`src/hdl/putk_pkg.sv`:
```
// Shared types and constants for the per-user top-k rating keeper.
package putk_pkg;

   localparam int USER_W  = 12;
   localparam int ITEM_W  = 32;
   localparam int SCORE_W = 8;
   localparam int SLOT_W  = 3;

   localparam int REQ_DATA_W = 56;
   localparam int RSP_DATA_W = 48;

   // controller states
   localparam logic [1:0] ST_CLEAR = 2'd0;
   localparam logic [1:0] ST_IDLE  = 2'd1;
   localparam logic [1:0] ST_EVAL  = 2'd2;

   typedef struct packed {
      logic clear_wr;   // write a zero row at the sweep pointer
      logic accept;     // take a request word and read its row
      logic commit;     // decide, write back and load the result word
   } dp_cmd_type;

   typedef struct packed {
      logic clear_last; // sweep pointer sits on the last row
      logic out_free;   // result register can take a word this cycle
   } dp_status_type;

endpackage

```
`src/hdl/putk_ctrl.sv`:
```
// Controller state machine: clearing sweep, request accept and evaluate.
module putk_ctrl
   import putk_pkg::*;
(
   input  logic          clock,
   input  logic          reset,
   input  logic          req_tvalid,
   output logic          req_tready,
   input  dp_status_type status,
   output dp_cmd_type    cmd
);

   logic [1:0] state_ff;
   logic [1:0] state_in;

   always_comb begin
      state_in = state_ff;
      case (state_ff)
         ST_CLEAR: begin
            if (status.clear_last) state_in = ST_IDLE;
         end
         ST_IDLE: begin
            if (req_tvalid) state_in = ST_EVAL;
         end
         ST_EVAL: begin
            if (status.out_free) state_in = ST_IDLE;
         end
         default: state_in = ST_CLEAR;
      endcase
   end

   always_ff @(posedge clock) begin
      if (reset) begin
         state_ff <= ST_CLEAR;
      end else begin
         state_ff <= state_in;
      end
   end

   assign req_tready   = (state_ff == ST_IDLE);
   assign cmd.clear_wr = (state_ff == ST_CLEAR);
   assign cmd.accept   = (state_ff == ST_IDLE) && req_tvalid;
   assign cmd.commit   = (state_ff == ST_EVAL) && status.out_free;

endmodule

```
`config.mk`:
```
export PLATFORM = sky130hd
export DESIGN_NAME = putk_ctrl
export DESIGN_NICKNAME = d
export VERILOG_FILES = /design/src/hdl/putk_pkg.sv /design/src/hdl/putk_ctrl.sv
export SDC_FILE = /design/constraint.sdc
export NUM_CORES = 1
export LEC_CHECK = 0
export ABC_AREA = 0
export BUFFER_PORTS_ARGS = -buffer_cell sky130_fd_sc_hd__clkbuf_2
export CAP_MARGIN = 40
export CELL_PAD_IN_SITES_DETAIL_PLACEMENT = 0
export CELL_PAD_IN_SITES_GLOBAL_PLACEMENT = 1
export CORE_AREA = 2 2 39 41
export DETAILED_ROUTE_END_ITERATION = 8
export DIE_AREA = 0 0 41 43
export MAX_ROUTING_LAYER = met4
export PLACE_DENSITY_LB_ADDON = 0.1
export RECOVER_POWER = 25
export SYNTH_ARGS = -nofsm -noshare
export SYNTH_HDL_FRONTEND = slang
export SYNTH_SLANG_ARGS = --single-unit
export TNS_END_PERCENT = 20
```
`constraint.sdc`:
```
create_clock -name clock -period 1.2 [get_ports clock]
set_input_delay 0.24 -clock clock [delete_from_list [all_inputs] [get_ports clock]]
set_output_delay 0.24 -clock clock [all_outputs]
set_load 0.1 [all_outputs]
```
==> results.md, run 1 <==
- Status: finished, violations left
- Violated checks: setup timing
- Period utilization: 103.4%
- Max frequency: 805.6 MHz
- Post-CTS Setup Inserts: 0
- Total GRT Usage: 5.441%
- Largest net degree at the start of global routing: 6
- Worst-Margin Slew: 206.2 ps
- Final WS setup: -41.30 ps
- Routability Congestion: 0.6842
- Syn_area_per_cell: 8.277 um^2
- Final Util: 21.43%
- Post-synth top flop: dfxtp_1
- Share of the synthesized area in the top cell type: 37.21%
- Die extent in x: 41 um
- M3 GR Usage: 1.571%
- TritonRoute pass-1 iters: 1
- Synth unique cells: 10
- Gr busiest metal: met4
- Worst Min Path Start: reset
- Crit path max fanout: 5
- Number of remaining DRC errors: 0
- Area of the die: 1763 um^2
- Vias per cell: 3.286
- Clk Latency, worst-skew pair: 220 ps
- Min Tclk post-route: 1241 ps
- R2r setup slk: 250 ps
- Cells after DPL: 39
- Antenna viol nets, final: 0
- Crit path from: state_ff[1]
- # IOs: 9
- Via count of the first global-routing pass: 172
- Routed length per instance: 8.429 um
- Clk slew on worst S/H paths: 30 ps
- GR Overflow Total: 0
- Yosys top cell by area: dfxtp_1
- Layout Skew: 2.177 ps
- Worst Reg-to-Reg Cells: 3
- Worst hold path type: in -> reg
- TritonCTS Buffers: 3
- Initial cell density of the core: 7.776%
- MaxCap Viol Count: 0
- CP Capture Type: output port
- Slew headroom: 86.16%
- First-pass GRT wire length: 572 um
- Biggest regs: state_ff (2)
- Dpl cell area: 266.5 um^2
- Synth-to-Final Area Change: 175.6%
- CTS Sinks: 2
- Antenna violations before repair: 0
- CP arrival: 1000 ps
- Startpoint types: flop
- Port bufs: 8
- H-tree Lvls: 1
- Core Region: 1384 um^2
- Syn_nets: 18
- Grt met1 use: 4.153%
- Share of post-route cells with drive strength above 1: 73.08%
- Maximum vdd drop: 0.2629 mV
- Biggest register: state_ff
- RR Startpoint: state_ff[1]
- Layout Nets: 33
- CTS tree: done
- # fillers: 158
- Std-Cell Rows: 14
- EDFF count, synth: 0
- Yosys warns: 0
- Sequential share of the synthesized area: 37.21%
- Initial DRC count: 0
- Power per Cell Area: 1363 nW/um^2
- Antenna cells: 0
- Seq cells post-synth: 2
- Pins Over Slew Limit: 0
- Largest cells by area after synthesis: dfxtp_1 37%, nor2_1 10%, o21ba_1 9.3%
- Met2 Use GR: 7.813%
- Critical path required time: 960 ps
- Top cells by count, synth: 3 x nor2_1, 2 x dfxtp_1
- Finished Layout Cells: 42
- Total wire length: 354 um
- Hold path cells: 2
- Final hold vios: 0
- Post-Synthesis Cells: 13
- Worst Hold Slack: 203.8 ps
- Synthesized area: 107.6 um^2
- Hpwl dp: 275.3 um
- Hold EP: state_ff[0]
- Max reg flops: 2
- Chip Height: 43 um
- Setup CP Type: reg -> out
- Root buf cell: clkbuf_4
- R2R Path End: state_ff[0]
- Vias: 138
- RSZ-0062 raised after global routing: true
- Post-synthesis async set-or-reset flop share: 0%
- Post-route cell area: 296.5 um^2
- Final setup violating endpoints: 4
- CTS Buffer Depth: 2
- P_leak: 0.0001322 uW
- Most common cell in the synthesized netlist: nor2_1
- Worst slack, placed: 186.4 ps
## final cells by class
cell class,instances,area [um^2],share of cell area [%]
Clock buffer,3,22.52,7.595
Inverter,1,3.754,1.266
Multi-Input combinational cell,10,90.09,30.38
Sequential cell,2,41.29,13.92
Tap cell,16,20.02,6.751
Timing Repair Buffer,10,118.9,40.08
## routing by layer
metal | vias to the layer above | wire, um
met5 | - | 0
li1 | 71 | -
met1 | 63 | 109
met2 | 4 | 226
met3 | 0 | 18
met4 | 0 | 0
## logic make-up after synthesis
group	share of synthesized area, %
AO/OA/AOI/OAI	24.42
buffers and inverters	3.485
flip-flops	37.21
AND/OR/NAND/NOR	34.89
## worst max path at each step
stage	to	slack, ps	cells after the start
after CTS	cmd[2]	-50	3
after global placement	cmd[1]	180	2
final	cmd[1]	-40	2
after floorplan	cmd[0]	-130	2
after detailed placement	cmd[0]	190	3
after global routing	cmd[1]	-70	2
## worst max-delay path, stage by stage, from the launching register on
cell and delay, ps:
dfxtp_2 330, and3b_2 270, buf_12 180
## repair_timing
action,CTS,global route
setup endpoints to repair,4,4
pin swaps,1,1
hold buffers,0,0
gates resized for setup,2,1
endpoints found under the hold margin,0,0
## stage by stage
step	power (uW)	TNS, ps
6_report	404.2	-85.78
4_1_cts	419.3	-172.9
5_1_grt	422.4	-221.1
3_5_place_dp	258.3	0
2_1_floorplan	189.2	-373.0
3_3_place_gp	259.8	0
## placed cells by master, fill, tap and decap left out
cell      count
clkbuf_2      4
buf_12        4
nor2_4        3
clkbuf_4      3
inv_1         1
and3b_2       1
nand2_2       1
nor3b_1       1
o21ba_1       1
nand2b_1      1
o21a_1        1
a311oi_1      1
buf_6         1
buf_4         1
dfxtp_1       1
dfxtp_2       1
## power by group
| part | internal, uW | switching, uW | total [uW] | leakage, uW |
|---|---|---|---|---|
| Sequential | 72.7 | 5.35 | 78.0 | 0.0000169 |
| Clock | 110 | 35.8 | 146 | 0.0000138 |
| Combinational | 68.5 | 112 | 180 | 0.000101 |
| Total | 251 | 153 | 404 | 0.000132 |
(Power assumes the default switching activity.)
==> run 2: changes to the inputs <==
--- a/config.mk
+++ b/config.mk
@@ -16,6 +16,7 @@
 export MAX_ROUTING_LAYER = met4
 export PLACE_DENSITY_LB_ADDON = 0.1
 export RECOVER_POWER = 25
+export SKIP_LAST_GASP = 1
 export SYNTH_ARGS = -nofsm -noshare
 export SYNTH_HDL_FRONTEND = slang
 export SYNTH_SLANG_ARGS = --single-unit
==> results.md, run 2 (synthesis gave the netlist of run 1 again) <==
- Antenna viol nets, final: 0
- Chip Height: 43 um
- Post-CTS Setup Inserts: 0
- Dpl cell area: 266.5 um^2
- CP Buf/Inv Count: 1
- Status: finished, violations left
- Met2 Use GR: 7.813%
- Gr busiest metal: met4
- Clk Latency, worst-skew pair: 220 ps
- Number of remaining DRC errors: 0
- P_leak: 0.0001333 uW
- Root buf cell: clkbuf_4
- Share of post-route cells with drive strength above 1: 73.08%
- Hpwl dp: 275.3 um
- MaxCap Viol Count: 0
- Commonest non-fill, non-tap cells in the layout: 4 x clkbuf_2, 4 x buf_12, 3 x nor2_4, 3 x clkbuf_4
- TritonCTS Buffers: 3
- Critical path required time: 960 ps
- Layout Nets: 33
- Initial DRC count: 0
- Routability Congestion: 0.6842
- Biggest register: state_ff
- GR Overflow Total: 0
- Antenna violations before repair: 0
- Slew headroom: 86.16%
- Startpoint types: flop
- Post-route cell area: 296.5 um^2
- Die extent in x: 41 um
- Setup CP Type: reg -> out
- Core Region: 1384 um^2
- Via count of the first global-routing pass: 172
- Initial cell density of the core: 7.776%
- Antenna cells: 0
- CTS Sinks: 2
- Vias per cell: 3.286
- CP top delay family: flip-flops
- Violated checks: setup timing
- Power per Cell Area: 1363 nW/um^2
- Worst-path cell chain: and3b_2, buf_12
- Worst-Margin Slew: 206.2 ps
- Multi-input logic area: 90.09 um^2
- Period utilization: 103.4%
- Port bufs: 8
- Final WS setup: -41.38 ps
- RSZ-0062 raised after global routing: true
- First-pass GRT wire length: 572 um
- Routed length per instance: 8.476 um
- Max reg flops: 2
- Register Area: 41.29 um^2
- M3 GR Usage: 1.571%
- Layout Skew: 2.177 ps
- Vias: 138
- Min Tclk post-route: 1241 ps
- Final Util: 21.43%
- Crit-path slowest cell: dfxtp_2
- Worst Min Path Start: reset
- Std-Cell Rows: 14
- # IOs: 9
- H-tree Lvls: 1
- Max frequency: 805.6 MHz
- Final setup violating endpoints: 4
- Total GRT Usage: 5.441%
- # fillers: 158
- Biggest regs: state_ff (2)
- Worst hold path type: in -> reg
- Clk slew on worst S/H paths: 30 ps
- Synth-to-Final Area Change: 175.6%
- Maximum vdd drop: 0.2629 mV
- Total wire length: 356 um
- Final hold vios: 0
- TritonRoute pass-1 iters: 1
- Critical path's largest stage delay: 330 ps
- Pins Over Slew Limit: 0
- CTS tree: done
- CTS Buffer Depth: 2
- CP Capture Type: output port
- Crit path max fanout: 5
- Area of the die: 1763 um^2
- Largest net degree at the start of global routing: 6
- CP arrival: 1000 ps
- Crit path from: state_ff[1]
- Setup TNS: -109.4 ps
- Grt met1 use: 4.153%
- Worst Hold Slack: 203.8 ps
- RR Startpoint: state_ff[1]
run 2: through the flow:
stage	power [uW]	setup WS, ps	std cells
after detailed placement	258.3	186.4	39
after floorplan	189.2	-134.3	13
final	404.2	-41.38	42
after global placement	259.8	176.1	39
after global routing	422.2	-67.96	42
after CTS	419.1	-53.87	42
run 2: power by group:
group          switching, uW  total, uW  internal [uW]
logic                    112        180           68.3
clock network           35.8        146            110
registers               5.35       78.0           72.7
run 2: path summary, 6_finish.rpt:
check / endpoint / slack [ps] / depth (start not counted)
worst max-delay path: cmd[1] / -40 / 2
worst min register to register: state_ff[0] / 560 / 2
worst max register to register: state_ff[0] / 250 / 3
worst min-delay path: state_ff[0] / 200 / 2
run 2: layout make-up:
cell class / count / share of cell area, %
timing repair buffer: 10 / 40.08
multi-input combinational: 10 / 30.38
sequential: 2 / 13.92
clock buffer: 3 / 7.595
tap: 16 / 6.751
inverter: 1 / 1.266
run 2: what timing repair did:
| action | in CTS | in global routing |
|---|---|---|
| cloned | 0 | 0 |
| pin swaps | 0 | 1 |
| setup endpoints to repair | 4 | 4 |
| gates resized for setup | 2 | 1 |
| hold buffers | 0 | 0 |
| hold endpoints to repair | 0 | 0 |
run 2: routing by layer:
| metal | wire length (um) | vias up |
|---|---|---|
| li1 | - | 71 |
| met1 | 111 | 63 |
| met4 | 0 | 0 |
| met3 | 18 | 0 |
| met5 | 0 | - |
| met2 | 226 | 4 |
==> run 3: changes to the inputs <==
--- a/config.mk
+++ b/config.mk
@@ -14,7 +14,7 @@
 export DETAILED_ROUTE_END_ITERATION = 8
 export DIE_AREA = 0 0 41 43
 export MAX_ROUTING_LAYER = met4
-export PLACE_DENSITY_LB_ADDON = 0.1
+export PLACE_DENSITY = 0.4
 export RECOVER_POWER = 25
 export SKIP_LAST_GASP = 1
 export SYNTH_ARGS = -nofsm -noshare
==> results.md, run 3 (synthesis gave the netlist of run 1 again) <==
- Vias per cell: 3.395
- Max frequency: 802.6 MHz
- # IOs: 9
- Register Area: 42.54 um^2
- P_leak: 0.0001388 uW
- Startpoint types: flop
- Layout Nets: 34
- Status: finished, violations left
- Min Tclk post-route: 1246 ps
- Final WS setup: -45.92 ps
- CP arrival: 1010 ps
- Number of remaining DRC errors: 0
- Commonest non-fill, non-tap cells in the layout: 4 x clkbuf_2, 4 x buf_12, 3 x nor2_4, 3 x clkbuf_4
- Synth-to-Final Area Change: 183.7%
- Dpl cell area: 266.5 um^2
- Area of the die: 1763 um^2
- Worst hold path type: in -> reg
- Maximum vdd drop: 0.4055 mV
- Chip Height: 43 um
- Slew headroom: 85.17%
- Period utilization: 103.8%
- Cells after DPL: 39
- Antenna viol nets, final: 0
- Clock network power share: 36.2%
- Hpwl dp: 296.6 um
- Antenna violations before repair: 0
- Root buf cell: clkbuf_4
- RSZ-0062 raised after global routing: true
- Final setup violating endpoints: 4
- H-tree Lvls: 1
- Routability Congestion: 0.6467
- Power per Cell Area: 1348 nW/um^2
- Finished Layout Cells: 43
- Port bufs: 8
- Crit path max fanout: 5
- Worst slack, placed: 169.5 ps
- CP top delay family: flip-flops
- Core Region: 1384 um^2
- GR Overflow Total: 0
- Comb power frac: 44.6%
- Critical path's largest stage delay: 330 ps
- Initial cell density of the core: 7.776%
- Via count of the first global-routing pass: 145
- Std-Cell Rows: 14
- # fillers: 156
- TritonCTS Buffers: 3
- Routed length per instance: 8.651 um
- Biggest regs: state_ff (2)
- Setup CP Type: reg -> out
- Vias: 146
- CP Buf/Inv Count: 1
- Biggest register: state_ff
- Int Pwr: 254.6 uW
- Layout Skew: 3.106 ps
- Worst Hold Slack: 192.3 ps
- Sequential power share: 19.2%
- R2r setup slk: 180 ps
- Violated checks: setup timing
- Sw Ratio: 38.15%
- Final hold vios: 0
- CP Capture Type: output port
- CTS Buffer Depth: 2
- MaxCap Viol Count: 0
- Crit-path slowest cell: dfxtp_2
- Total wire length: 372 um
- Die extent in x: 41 um
- Initial DRC count: 5
- First-pass GRT wire length: 579 um
- Worst-Margin Slew: 221.0 ps
- Max reg flops: 2
- CTS Sinks: 2
- CTS tree: done
- Critical path required time: 960 ps
- Worst-path cell chain: and3b_2, buf_12
- Antenna cells: 0
- TritonRoute pass-1 iters: 2
- Clk slew on worst S/H paths: 30 ps
- Largest net degree at the start of global routing: 6
- Share of post-route cells with drive strength above 1: 77.78%
- Switch Pwr: 157.0 uW
- Pins Over Slew Limit: 0
- Total GRT Usage: 5.641%
- Clk Latency, worst-skew pair: 220 ps
- Multi-input logic area: 90.09 um^2
- Post-route cell area: 305.3 um^2
## run 3: cell types whose count changed in the layout (fill, tap and decap cells not counted), sizes merged
cell  previous run  this run
buf              6         7
## run 3: cell type report
type / count / share of cell area, %
well taps: 16 / 6.557
flip-flops and latches: 2 / 13.93
repair buffers: 11 / 41.39
inverters: 1 / 1.230
multi-input cells: 10 / 29.51
clock buffers: 3 / 7.377
## run 3: power groups by stage
stage                     combinational (uW)  clock, uW  sequential (uW)
final                                    184        149             79.0
after global routing                     191        168             79.8
after CTS                                185        161             78.0
after detailed placement                 181          0             78.0
after global placement                   181          0             77.6
after floorplan                          106          0             83.6
## run 3: what timing repair did
action	in CTS	in global routing
setup buffers	1	0
pin swaps	1	0
resized for setup	3	1
setup endpoints to repair	4	4
hold buffers	0	0
gates cloned	0	0
## run 3: path summary, 6_finish.rpt
path,start,to,cells past startpoint
max,state_ff[1],cmd[1],2
min,reset,state_ff[0],2
min reg2reg,state_ff[1],state_ff[0],2
max reg2reg,state_ff[1],state_ff[1],3
## run 3: layer usage
| metal | wire length [um] | share of wire, % | track usage [%] | vias up |
|---|---|---|---|---|
| met5 | 0 | 0 | - | - |
| met4 | 0 | 0 | 6.000 | 0 |
| met3 | 50 | 13 | 5.236 | 0 |
| met2 | 152 | 41 | 5.313 | 9 |
| met1 | 169 | 45 | 6.051 | 63 |
| li1 | - | - | - | 74 |
## run 3: through the flow
step	utilization, %	power, uW	setup TNS (ps)
6_report	22.06	411.6	-107.1
4_1_cts	21.97	424.5	-199.7
3_3_place_gp	19.26	258.3	0
5_1_grt	22.06	439.2	-262.8
2_1_floorplan	-	189.2	-373.0
3_5_place_dp	19.26	259.4	0
